$ cat src/pugd_pkg.sv
`timescale 1ns / 1ps
// ----------------------------------------------------------------------------
// pugd_pkg
// Shared types, constants and the angle table of the phase unwrap and
// group delay core.
// ----------------------------------------------------------------------------
package pugd_pkg;

	// default sample width and vectoring step count
	localparam int SAMPLE_BITS_DEF  = 16;
	localparam int CORDIC_STEPS_DEF = 16;

	// fixed field widths
	localparam int FREQ_W  = 32;
	localparam int PHASE_W = 32;
	localparam int DELAY_W = 32;

	// round(pi * 2^28), thirty bits wide
	localparam int          PI_W   = 30;
	localparam logic [29:0] PI_Q28 = 30'd843314857;

	// width of the working vector and of the angle accumulator
	localparam int CW = 52;
	localparam int ZW = 18;

	// one result as handed to the output channel
	typedef struct packed {
		logic [PHASE_W-1:0] unwrapped_phase;
		logic [DELAY_W-1:0] phase_delay_out;
		logic [DELAY_W-1:0] group_delay_out;
		logic               sat_flag;
		logic               final_result;
	} pugd_res_t;

	// arctangent of 2^-i in phase units, 32768 units equal pi
	function automatic logic [ZW-1:0] atan_units(input logic [4:0] i);
		logic [ZW-1:0] v;
		begin
			unique case (i)
				5'd0:    v = ZW'(8192);
				5'd1:    v = ZW'(4836);
				5'd2:    v = ZW'(2555);
				5'd3:    v = ZW'(1297);
				5'd4:    v = ZW'(651);
				5'd5:    v = ZW'(326);
				5'd6:    v = ZW'(163);
				5'd7:    v = ZW'(81);
				5'd8:    v = ZW'(41);
				5'd9:    v = ZW'(20);
				5'd10:   v = ZW'(10);
				5'd11:   v = ZW'(5);
				5'd12:   v = ZW'(3);
				5'd13:   v = ZW'(1);
				5'd14:   v = ZW'(1);
				default: v = '0;
			endcase
			return v;
		end
	endfunction

endpackage

$ cat src/pugd_in_if.sv
`timescale 1ns / 1ps
// ----------------------------------------------------------------------------
// pugd_in_if
// Request channel carrying one complex response point and its frequency.
// ----------------------------------------------------------------------------
interface pugd_in_if import pugd_pkg::*; #(
	parameter int SAMPLE_BITS = SAMPLE_BITS_DEF
) ();
	logic                          valid;
	logic                          ready;
	logic signed [SAMPLE_BITS-1:0] resp_real;
	logic signed [SAMPLE_BITS-1:0] resp_imag;
	logic        [FREQ_W-1:0]      ang_freq;
	logic                          sweep_end;

	modport source (output valid, resp_real, resp_imag, ang_freq, sweep_end, input ready);
	modport sink   (input valid, resp_real, resp_imag, ang_freq, sweep_end, output ready);
endinterface

$ cat src/pugd_out_if.sv
`timescale 1ns / 1ps
// ----------------------------------------------------------------------------
// pugd_out_if
// Result channel carrying unwrapped phase, phase delay and group delay.
// ----------------------------------------------------------------------------
interface pugd_out_if import pugd_pkg::*; ();
	logic                      valid;
	logic                      ready;
	logic signed [PHASE_W-1:0] unwrapped_phase;
	logic signed [DELAY_W-1:0] phase_delay_out;
	logic signed [DELAY_W-1:0] group_delay_out;
	logic                      sat_flag;
	logic                      final_result;

	modport source (output valid, unwrapped_phase, phase_delay_out, group_delay_out,
		sat_flag, final_result, input ready);
	modport sink   (input valid, unwrapped_phase, phase_delay_out, group_delay_out,
		sat_flag, final_result, output ready);
endinterface

$ cat src/phase_unwrap_group_delay_core.sv
`timescale 1ns / 1ps
// ----------------------------------------------------------------------------
// phase_unwrap_group_delay_core
// Vectoring CORDIC phase, unwrap, and phase and group delay by a shared
// shift-add multiplier and restoring divider, one request at a time.
// ----------------------------------------------------------------------------
//  channel  dir  contents
//  sample   in   resp_real, resp_imag, ang_freq, sweep_end
//  result   out  unwrapped_phase, phase/group delay, sat_flag, final_result
//
//  A point runs the vectoring CORDIC (skipped for a zero sample) and an unwrap
//  step for the phase, then per delay 30 multiply steps and up to 34 divide
//  steps; up to four delays per point. Results lag one point. arst_n clears
//  sweep state and output valid. A stalled result holds its register; the
//  next result waits for it.
// ----------------------------------------------------------------------------
module phase_unwrap_group_delay_core import pugd_pkg::*; #(
	parameter int SAMPLE_BITS  = SAMPLE_BITS_DEF,
	parameter int CORDIC_STEPS = CORDIC_STEPS_DEF
) (
	input  logic       clk,
	input  logic       arst_n,
	pugd_in_if.sink    sample,
	pugd_out_if.source result
);

	localparam int SCALE = 48 - SAMPLE_BITS;
	localparam int CNT_W = 6;
	localparam int DIV_STEPS = 34;
	localparam int MW = 63;
	localparam int MDW = 40;

	typedef enum logic [8:0] {
		ST_IDLE  = 9'b000000001,
		ST_CORD  = 9'b000000010,
		ST_UNWR  = 9'b000000100,
		ST_SETUP = 9'b000001000,
		ST_MUL   = 9'b000010000,
		ST_DCHK  = 9'b000100000,
		ST_DIV   = 9'b001000000,
		ST_FIN   = 9'b010000000,
		ST_EMIT  = 9'b100000000
	} state_t;

	typedef struct packed {
		logic [31:0]        ph;
		logic [31:0]        fr;
		logic signed [32:0] dph;
		logic signed [32:0] dfr;
		logic               grp;
		logic               last;
	} job_t;

	state_t state_q;

	// cordic registers
	logic signed [CW-1:0] x_q, y_q;
	logic signed [ZW-1:0] z_q;
	logic [CNT_W-1:0]     cnt_q;
	logic [31:0]          w_q;
	logic                 last_q;

	// sweep state
	logic signed [15:0] prev_wrapped_q;
	logic [31:0]        unwrap_offset_q;
	logic [31:0]        ph_hist0_q, ph_hist1_q, fr_hist0_q, fr_hist1_q;
	logic [1:0]         sweep_pos_q;

	// result jobs
	job_t r1_q, r2_q;
	logic nres_q;
	logic res_idx_q;
	logic job_idx_q;
	logic [DELAY_W-1:0] pd_q, gd_q;
	logic               flag_q;

	// shared multiply / divide
	logic [MW-1:0]  mul_a_q, acc_q;
	logic [MDW-1:0] md_q, rem_q;
	logic [DIV_STEPS-1:0] num_q, quot_q;
	logic negn_q, negd_q, ovf_q;

	pugd_res_t out_q;
	logic      out_valid_q;

	// input sample extended and scaled
	logic signed [CW-1:0] re_w, im_w;
	assign re_w = {{(CW-SAMPLE_BITS){sample.resp_real[SAMPLE_BITS-1]}}, sample.resp_real} <<< SCALE;
	assign im_w = {{(CW-SAMPLE_BITS){sample.resp_imag[SAMPLE_BITS-1]}}, sample.resp_imag} <<< SCALE;

	// cordic micro-rotation
	logic [4:0]           sh;
	logic signed [CW-1:0] xs, ys;
	logic signed [ZW-1:0] at;
	assign sh = cnt_q[4:0];
	assign xs = x_q >>> sh;
	assign ys = y_q >>> sh;
	assign at = signed'(atan_units(sh));

	// unwrap of the new wrapped phase
	logic signed [15:0] phi;
	logic signed [17:0] delta;
	logic [31:0]        off_new, u;
	assign phi   = z_q[15:0];
	assign delta = 18'(phi) - 18'(prev_wrapped_q);
	always_comb begin
		off_new = unwrap_offset_q;
		if (sweep_pos_q == 2'd0) begin
			off_new = '0;
		end else if (delta > 18'sd32768) begin
			off_new = unwrap_offset_q - 32'd65536;
		end else if (delta < -18'sd32768) begin
			off_new = unwrap_offset_q + 32'd65536;
		end
	end
	assign u = {{16{phi[15]}}, phi} + off_new;

	// operands of the current delay
	job_t                 cur;
	logic signed [32:0]   j_dph, j_dfr;
	logic                 j_need;
	logic [32:0]          j_a, j_d;
	logic [MDW-1:0]       j_md;
	assign cur    = res_idx_q ? r2_q : r1_q;
	assign j_dph  = job_idx_q ? cur.dph : {cur.ph[31], cur.ph};
	assign j_dfr  = job_idx_q ? cur.dfr : {1'b0, cur.fr};
	assign j_need = job_idx_q ? cur.grp : (cur.fr != '0);
	assign j_a    = j_dph[32] ? 33'(-j_dph) : 33'(j_dph);
	assign j_d    = j_dfr[32] ? 33'(-j_dfr) : 33'(j_dfr);
	assign j_md   = {j_d[32:0], 7'd0};

	// zero denominator limit
	logic [DELAY_W-1:0] zero_val;
	assign zero_val = (j_a == '0) ? '0 : ((j_dph > 0) ? 32'h8000_0000 : 32'h7FFF_FFFF);

	// divide step
	logic [MDW:0] trial;
	logic         fits;
	assign trial = {rem_q, num_q[DIV_STEPS-1]};
	assign fits  = trial >= {1'b0, md_q};

	// sign and clamp of the quotient
	logic [DELAY_W-1:0] fin_val;
	logic               fin_sat;
	always_comb begin
		fin_sat = 1'b0;
		fin_val = '0;
		if (!ovf_q && quot_q == '0) begin
			fin_val = '0;
		end else if (negn_q != negd_q) begin
			if (ovf_q || quot_q > 34'h0_8000_0000) begin
				fin_sat = 1'b1;
				fin_val = 32'h8000_0000;
			end else begin
				fin_val = 32'(-quot_q);
			end
		end else if (ovf_q || quot_q > 34'h0_7FFF_FFFF) begin
			fin_sat = 1'b1;
			fin_val = 32'h7FFF_FFFF;
		end else begin
			fin_val = quot_q[31:0];
		end
	end

	assign sample.ready = (state_q == ST_IDLE);

	// sequencer and datapath
	always_ff @(posedge clk or negedge arst_n) begin
		if (!arst_n) begin
			state_q         <= ST_IDLE;
			prev_wrapped_q  <= '0;
			unwrap_offset_q <= '0;
			ph_hist0_q      <= '0;
			ph_hist1_q      <= '0;
			fr_hist0_q      <= '0;
			fr_hist1_q      <= '0;
			sweep_pos_q     <= '0;
			out_valid_q     <= 1'b0;
		end else begin
			// result taken, the emit state refills it on its own
			if (out_valid_q && result.ready && state_q != ST_EMIT) begin
				out_valid_q <= 1'b0;
			end
			unique case (state_q)
				ST_IDLE: begin
					if (sample.valid) begin
						w_q    <= sample.ang_freq;
						last_q <= sample.sweep_end;
						cnt_q  <= '0;
						if (re_w == '0 && im_w == '0) begin
							z_q     <= '0;
							state_q <= ST_UNWR;
						end else begin
							if (re_w < 0) begin
								z_q <= (im_w >= 0) ? ZW'(32768) : -ZW'(32768);
								x_q <= -re_w;
								y_q <= -im_w;
							end else begin
								z_q <= '0;
								x_q <= re_w;
								y_q <= im_w;
							end
							state_q <= ST_CORD;
						end
					end
				end
				ST_CORD: begin
					if (y_q > 0) begin
						x_q <= x_q + ys;
						y_q <= y_q - xs;
						z_q <= z_q + at;
					end else begin
						x_q <= x_q - ys;
						y_q <= y_q + xs;
						z_q <= z_q - at;
					end
					cnt_q <= cnt_q + 1'b1;
					if (cnt_q == CNT_W'(CORDIC_STEPS - 1)) begin
						state_q <= ST_UNWR;
					end
				end
				ST_UNWR: begin
					prev_wrapped_q <= phi;
					res_idx_q      <= 1'b0;
					job_idx_q      <= 1'b0;
					flag_q         <= 1'b0;
					unwrap_offset_q <= last_q ? '0 : off_new;
					if (sweep_pos_q == 2'd0) begin
						ph_hist1_q  <= u;
						fr_hist1_q  <= w_q;
						sweep_pos_q <= last_q ? 2'd0 : 2'd1;
						r1_q        <= '{ph: u, fr: w_q, dph: '0, dfr: '0, grp: 1'b0, last: 1'b1};
						nres_q      <= 1'b0;
						state_q     <= last_q ? ST_SETUP : ST_IDLE;
					end else begin
						r1_q <= '{ph: ph_hist1_q, fr: fr_hist1_q,
							dph: 33'(signed'(u)) - 33'(signed'((sweep_pos_q == 2'd1) ?
								ph_hist1_q : ph_hist0_q)),
							dfr: {1'b0, w_q} - {1'b0, (sweep_pos_q == 2'd1) ?
								fr_hist1_q : fr_hist0_q},
							grp: 1'b1, last: 1'b0};
						r2_q <= '{ph: u, fr: w_q,
							dph: 33'(signed'(u)) - 33'(signed'(ph_hist1_q)),
							dfr: {1'b0, w_q} - {1'b0, fr_hist1_q},
							grp: 1'b1, last: 1'b1};
						nres_q      <= last_q;
						ph_hist0_q  <= ph_hist1_q;
						fr_hist0_q  <= fr_hist1_q;
						ph_hist1_q  <= u;
						fr_hist1_q  <= w_q;
						sweep_pos_q <= last_q ? 2'd0 : 2'd2;
						state_q     <= ST_SETUP;
					end
				end
				ST_SETUP: begin
					if (!j_need || j_md == '0) begin
						if (job_idx_q) begin
							gd_q <= j_need ? zero_val : '0;
						end else begin
							pd_q <= j_need ? zero_val : '0;
						end
						if (j_need) begin
							flag_q <= 1'b1;
						end
						job_idx_q <= 1'b1;
						if (job_idx_q) begin
							state_q <= ST_EMIT;
						end
					end else begin
						mul_a_q <= MW'(j_a);
						acc_q   <= '0;
						md_q    <= j_md;
						negn_q  <= j_dph > 0;
						negd_q  <= j_dfr < 0;
						cnt_q   <= '0;
						state_q <= ST_MUL;
					end
				end
				ST_MUL: begin
					if (PI_Q28[cnt_q[4:0]]) begin
						acc_q <= acc_q + mul_a_q;
					end
					mul_a_q <= mul_a_q << 1;
					cnt_q   <= cnt_q + 1'b1;
					if (cnt_q == CNT_W'(PI_W - 1)) begin
						state_q <= ST_DCHK;
					end
				end
				ST_DCHK: begin
					ovf_q  <= {11'd0, acc_q[MW-1:DIV_STEPS]} >= md_q;
					rem_q  <= {11'd0, acc_q[MW-1:DIV_STEPS]};
					num_q  <= acc_q[DIV_STEPS-1:0];
					quot_q <= '0;
					cnt_q  <= '0;
					state_q <= ({11'd0, acc_q[MW-1:DIV_STEPS]} >= md_q) ? ST_FIN : ST_DIV;
				end
				ST_DIV: begin
					rem_q  <= fits ? MDW'(trial - {1'b0, md_q}) : trial[MDW-1:0];
					quot_q <= {quot_q[DIV_STEPS-2:0], fits};
					num_q  <= num_q << 1;
					cnt_q  <= cnt_q + 1'b1;
					if (cnt_q == CNT_W'(DIV_STEPS - 1)) begin
						state_q <= ST_FIN;
					end
				end
				ST_FIN: begin
					if (job_idx_q) begin
						gd_q <= fin_val;
					end else begin
						pd_q <= fin_val;
					end
					if (fin_sat) begin
						flag_q <= 1'b1;
					end
					job_idx_q <= 1'b1;
					state_q   <= job_idx_q ? ST_EMIT : ST_SETUP;
				end
				ST_EMIT: begin
					if (!out_valid_q || result.ready) begin
						out_q <= '{unwrapped_phase: cur.ph, phase_delay_out: pd_q,
							group_delay_out: gd_q, sat_flag: flag_q, final_result: cur.last};
						out_valid_q <= 1'b1;
						res_idx_q   <= 1'b1;
						job_idx_q   <= 1'b0;
						flag_q      <= 1'b0;
						state_q     <= (res_idx_q == nres_q) ? ST_IDLE : ST_SETUP;
					end
				end
				default: state_q <= ST_IDLE;
			endcase
		end
	end

	// result channel
	assign result.valid           = out_valid_q;
	assign result.unwrapped_phase = out_q.unwrapped_phase;
	assign result.phase_delay_out = out_q.phase_delay_out;
	assign result.group_delay_out = out_q.group_delay_out;
	assign result.sat_flag        = out_q.sat_flag;
	assign result.final_result    = out_q.final_result;

endmodule

$ cat src/flat_wrapper.sv
// flat-port wrapper written by rule: the top's interface ports become plain ports
module phase_unwrap_group_delay_core_flat import pugd_pkg::*;
#(
	parameter int SAMPLE_BITS  = SAMPLE_BITS_DEF,
	parameter int CORDIC_STEPS = CORDIC_STEPS_DEF
)
  (clk, arst_n, sample_valid, sample_resp_real, sample_resp_imag, sample_ang_freq, sample_sweep_end, sample_ready, result_valid, result_unwrapped_phase, result_phase_delay_out, result_group_delay_out, result_sat_flag, result_final_result, result_ready);
  pugd_in_if #(.SAMPLE_BITS(SAMPLE_BITS)) sample_i ();
  pugd_out_if result_i ();
  input  logic clk;
  input  logic arst_n;
  input wire logic [$bits(sample_i.valid)-1:0] sample_valid;
  input wire logic [$bits(sample_i.resp_real)-1:0] sample_resp_real;
  input wire logic [$bits(sample_i.resp_imag)-1:0] sample_resp_imag;
  input wire logic [$bits(sample_i.ang_freq)-1:0] sample_ang_freq;
  input wire logic [$bits(sample_i.sweep_end)-1:0] sample_sweep_end;
  output wire logic [$bits(sample_i.ready)-1:0] sample_ready;
  output wire logic [$bits(result_i.valid)-1:0] result_valid;
  output wire logic [$bits(result_i.unwrapped_phase)-1:0] result_unwrapped_phase;
  output wire logic [$bits(result_i.phase_delay_out)-1:0] result_phase_delay_out;
  output wire logic [$bits(result_i.group_delay_out)-1:0] result_group_delay_out;
  output wire logic [$bits(result_i.sat_flag)-1:0] result_sat_flag;
  output wire logic [$bits(result_i.final_result)-1:0] result_final_result;
  input wire logic [$bits(result_i.ready)-1:0] result_ready;
  assign sample_i.valid = sample_valid;
  assign sample_i.resp_real = sample_resp_real;
  assign sample_i.resp_imag = sample_resp_imag;
  assign sample_i.ang_freq = sample_ang_freq;
  assign sample_i.sweep_end = sample_sweep_end;
  assign sample_ready = sample_i.ready;
  assign result_valid = result_i.valid;
  assign result_unwrapped_phase = result_i.unwrapped_phase;
  assign result_phase_delay_out = result_i.phase_delay_out;
  assign result_group_delay_out = result_i.group_delay_out;
  assign result_sat_flag = result_i.sat_flag;
  assign result_final_result = result_i.final_result;
  assign result_i.ready = result_ready;
  phase_unwrap_group_delay_core #(.SAMPLE_BITS(SAMPLE_BITS), .CORDIC_STEPS(CORDIC_STEPS)) u_core (.clk(clk), .arst_n(arst_n), .sample(sample_i), .result(result_i));
endmodule
$ cat config.mk
export PLATFORM = sky130hd
export DESIGN_NAME = phase_unwrap_group_delay_core_flat
export DESIGN_NICKNAME = d
export VERILOG_FILES = /design/src/pugd_pkg.sv /design/src/pugd_in_if.sv /design/src/pugd_out_if.sv /design/src/phase_unwrap_group_delay_core.sv /design/src/flat_wrapper.sv
export SDC_FILE = /design/constraint.sdc
export NUM_CORES = 2
export LEC_CHECK = 0
export ABC_AREA = 0
export BUFFER_PORTS_ARGS = -buffer_cell sky130_fd_sc_hd__buf_2
export CELL_PAD_IN_SITES_DETAIL_PLACEMENT = 1
export CELL_PAD_IN_SITES_GLOBAL_PLACEMENT = 2
export CORE_MARGIN = 2
export CORE_UTILIZATION = 45
export DETAILED_ROUTE_END_ITERATION = 8
export PLACE_DENSITY_LB_ADDON = 0.08
export SLEW_MARGIN = 20
export SYNTH_ARGS = -nofsm -noshare
export SYNTH_HDL_FRONTEND = slang
export SYNTH_SLANG_ARGS = --single-unit
export TNS_END_PERCENT = 5
$ cat constraint.sdc
create_clock -name clk -period 24.3 [get_ports clk]
set_input_delay 2.43 -clock clk [delete_from_list [all_inputs] [get_ports clk]]
set_output_delay 2.43 -clock clk [all_outputs]
set_load 0.01 [all_outputs]
==> impl_metrics.json <==
{
  "fin_cells": 9715,
  "hold_class": "flip-flop to flip-flop",
  "io_buffers": 168,
  "end_kind": "flip-flop",
  "synth_commonest_cells": "edfxtp_1, nand2_1, nor2_1, o21ai_0, a21oi_1",
  "initial_core_util": 0.451,
  "drv_cap": 0,
  "final_area_sq_mm": 0.0796,
  "drt_iter0_drc": 3850,
  "cts_root_buf": "clkbuf_16",
  "clkSinkCount": 1060,
  "vias_per_cell": 5.97,
  "die_area_sq_mm": 0.164,
  "core-area_sq_mm": 0.160,
  "postCtsResizedCells": 0,
  "firstDrtPassIters": 5,
  "synth-edff-count": 857,
  "timing.final.crit_share": 0.405,
  "setup_violations": 0,
  "syn_area_sq_mm": 0.0722,
  "slew_headroom": 0.249,
  "die_w_um": 405,
  "synthToLayoutAreaGrowth_pct": 10.3,
  "yosys-top-cells-area": "edfxtp_1, ha_1, dfrtp_1",
  "clk_latency_ns": 0.77,
  "ys_seq_area_frac": 0.426,
  "dp_hpwl_um": 166000,
  "grt_pass1_vias": 60000,
  "cts_tree": "yes",
  "cts_setup_buffers": 0,
  "ys_ff_latch": 1060,
  "grt_start_max_net_pins": 134,
  "critPathMostFrequentCell": "a21o_1",
  "synthCells": 7467,
  "cts_htree_levels": 4,
  "cts_buffer_depth": 3,
  "rsz0062_at_grt": "false",
  "crit_type": "flip-flop to flip-flop",
  "max_stage_delay_ns": 0.84,
  "drtAntennaViolNets": 0,
  "postSynthAreaPerCell_sq_um": 9.67,
  "async_reset_ff_frac": 0.177,
  "path_clk_slew_ns": 0.06,
  "cts_buffers": 132,
  "layout-drive-gt1-share": 0.101,
  "place_congestion": 0.927,
  "yosys_warnings": 0,
  "tns_ns": 0,
  "peakVddDrop_v": 0.000135,
  "switching_share": 0.457,
  "cp.required_ns": 24.82,
  "grt-ovfl-total": 0,
  "crit_arrival_ns": 10.36,
  "antenna_found_initial": 7,
  "dp.cells": 9474,
  "grt_pass1_wl_um": 354000,
  "grtUsageTotal": 0.275,
  "hold_viol": 0,
  "status": "completed",
  "p_int_w": 0.00640,
  "clock_skew_ns": 0.0317,
  "crit_path_top_delay_cell": "buf_4",
  "synth_top_flop_cell": "edfxtp_1",
  "finalWirelength_um": 227000,
  "netlist-cell-type-count": 112,
  "routedWlPerCell_um": 23.4,
  "dpl_cell_area_sq_mm": 0.0751,
  "cp-start-kind": "flip-flop",
  "postCtsHoldBufs": 0,
  "post-route-min-period_ns": 9.83,
  "timing.fmax_mhz": 102,
  "worst_slew_pin_slew_ns": 1.13,
  "clock_power_share": 0.175,
  "antenna_cells": 0,
  "io_pins": 169,
  "drc": 0,
  "yosys.area.top_type": "edfxtp_1",
  "leakage_nw": 31.0,
  "slew_violations": 0,
  "combPwrFrac": 0.599,
  "pwr-share-seq": 0.226,
  "p_switching_w": 0.00540,
  "die_h_um": 405,
  "crit_fanout": 55,
  "fin_nets": 8020,
  "rrSetupSlack_ns": 14.47,
  "synth.net_count": 7964,
  "synth_top_cell_area_share": 0.356,
  "power.density_mw_per_mm2": 148,
  "synth_most_common_cell": "edfxtp_1",
  "rows": 147,
  "vias": 58000
}
metal layers:
layer  global-route usage  share of wire  wire length (um)  up-vias
met2                0.462           0.48            108000     1182
li1                     -              -                 -    27400
met1                0.374           0.46            104000    29100
met5                    0       0.000048                11        -
met4               0.0748          0.026              5830        2
met3               0.0345          0.042              9440      290
logic make-up after synthesis:
| family | count (synthesis) | synth area share |
|---|---|---|
| AND/OR/NAND/NOR | 2583 | 0.167 |
| adder cells (fa/ha/maj) | 432 | 0.0759 |
| flip-flops | 1060 | 0.426 |
| AO/OA/AOI/OAI | 1914 | 0.161 |
| XOR/XNOR | 490 | 0.0599 |
| multiplexers | 353 | 0.0759 |
| buffers and inverters | 635 | 0.0341 |
placed cells by master, fill, tap and decap left out, types with 51 or more instances in the layout:
master and count:
edfxtp_1 857, nand2_1 846, nor2_1 730, o21ai_0 609, a21oi_1 525, ha_1 417, inv_1 309, xnor2_1 284
xor2_1 202, dfrtp_1 187, buf_2 167, nor3_1 158, a21o_1 147, and2_1 147, mux4_2 147, clkbuf_16 137
mux2i_1 122, nand3_1 116, nand2b_1 86, nor2b_1 84, or3_1 76, a211oi_1 75, mux2_2 74, buf_4 70
o21a_1 67, a31oi_1 67, and3_1 60, nor4_1 52, nand4_1 51
critical path: cells and delay by family (launching register included):
| family | cells | cell delay [ns] |
|---|---|---|
| buf+inv | 2 | 1.55 |
| flops | 1 | 0.44 |
| xor+xnor | 2 | 0.28 |
| compound gates | 17 | 4.01 |
| simple gates | 8 | 1.64 |
| mux | 3 | 1.23 |
| fa+ha+maj | 1 | 0.37 |
flip-flops by register name, summed over array words and instances (netlist names), 16 cells and up, named ones only:
signal and count:
u_core.x_q 52, u_core.quot_q 34, u_core.result.phase_delay_out 32, u_core.ph_hist1_q 32, u_core.gd_q 32, u_core.w_q 32
u_core.result.group_delay_out 32, u_core.unwrap_offset_q 32, u_core.result.unwrapped_phase 32, u_core.rem_q 40, u_core.prev_wrapped_q 16, u_core.fr_hist0_q 32
u_core.fr_hist1_q 32, u_core.num_q 34, u_core.md_q 33, u_core.z_q 16, u_core.ph_hist0_q 32, u_core.r1_q 132
u_core.pd_q 32, u_core.y_q 52, u_core.acc_q 63, u_core.r2_q 130, u_core.mul_a_q 63
final timing paths:
path,start,end,cells past startpoint
max reg2reg,u_core.cnt_q[0],u_core.y_q[49],33
max in group asynchronous,arst_n,u_core.fr_hist0_q[10],3
min,u_core.pd_q[15],u_core.result.phase_delay_out[15],0
min in group asynchronous,arst_n,u_core.unwrap_offset_q[18],1
max,u_core.cnt_q[0],u_core.y_q[49],33
min reg2reg,u_core.pd_q[15],u_core.result.phase_delay_out[15],0
power groups by stage:
stage	Clock (W)	Combinational, W	Sequential (W)
after floorplan	0	0.00526	0.00261
after global placement	0	0.00683	0.00269
after detailed placement	0	0.00700	0.00270
after CTS	0.00211	0.00706	0.00267
after global routing	0.00217	0.00784	0.00269
final	0.00206	0.00707	0.00267
per-stage QoR:
stage,worst slack (ns),total power (W),hold WS (ns),utilization
finish,14.47,0.0118,0.417,0.498
global route,13.72,0.0127,0.427,0.498
CTS,14.51,0.0118,0.419,0.497
detailed placement,14.54,0.00970,0.405,0.469
global placement,14.70,0.00952,0.404,0.469
floorplan,12.19,0.00786,0.400,-
layout make-up:
type                    instances  area, sq um
repair buffers                240         1420
flip-flops and latches       1060        30700
clock inverters                70          877
clock buffers                 170         3620
fillers                     17800        80400
multi-input cells            5772        39200
well taps                    2086         2610
inverters                     317         1200
(Power assumes the default switching activity.)
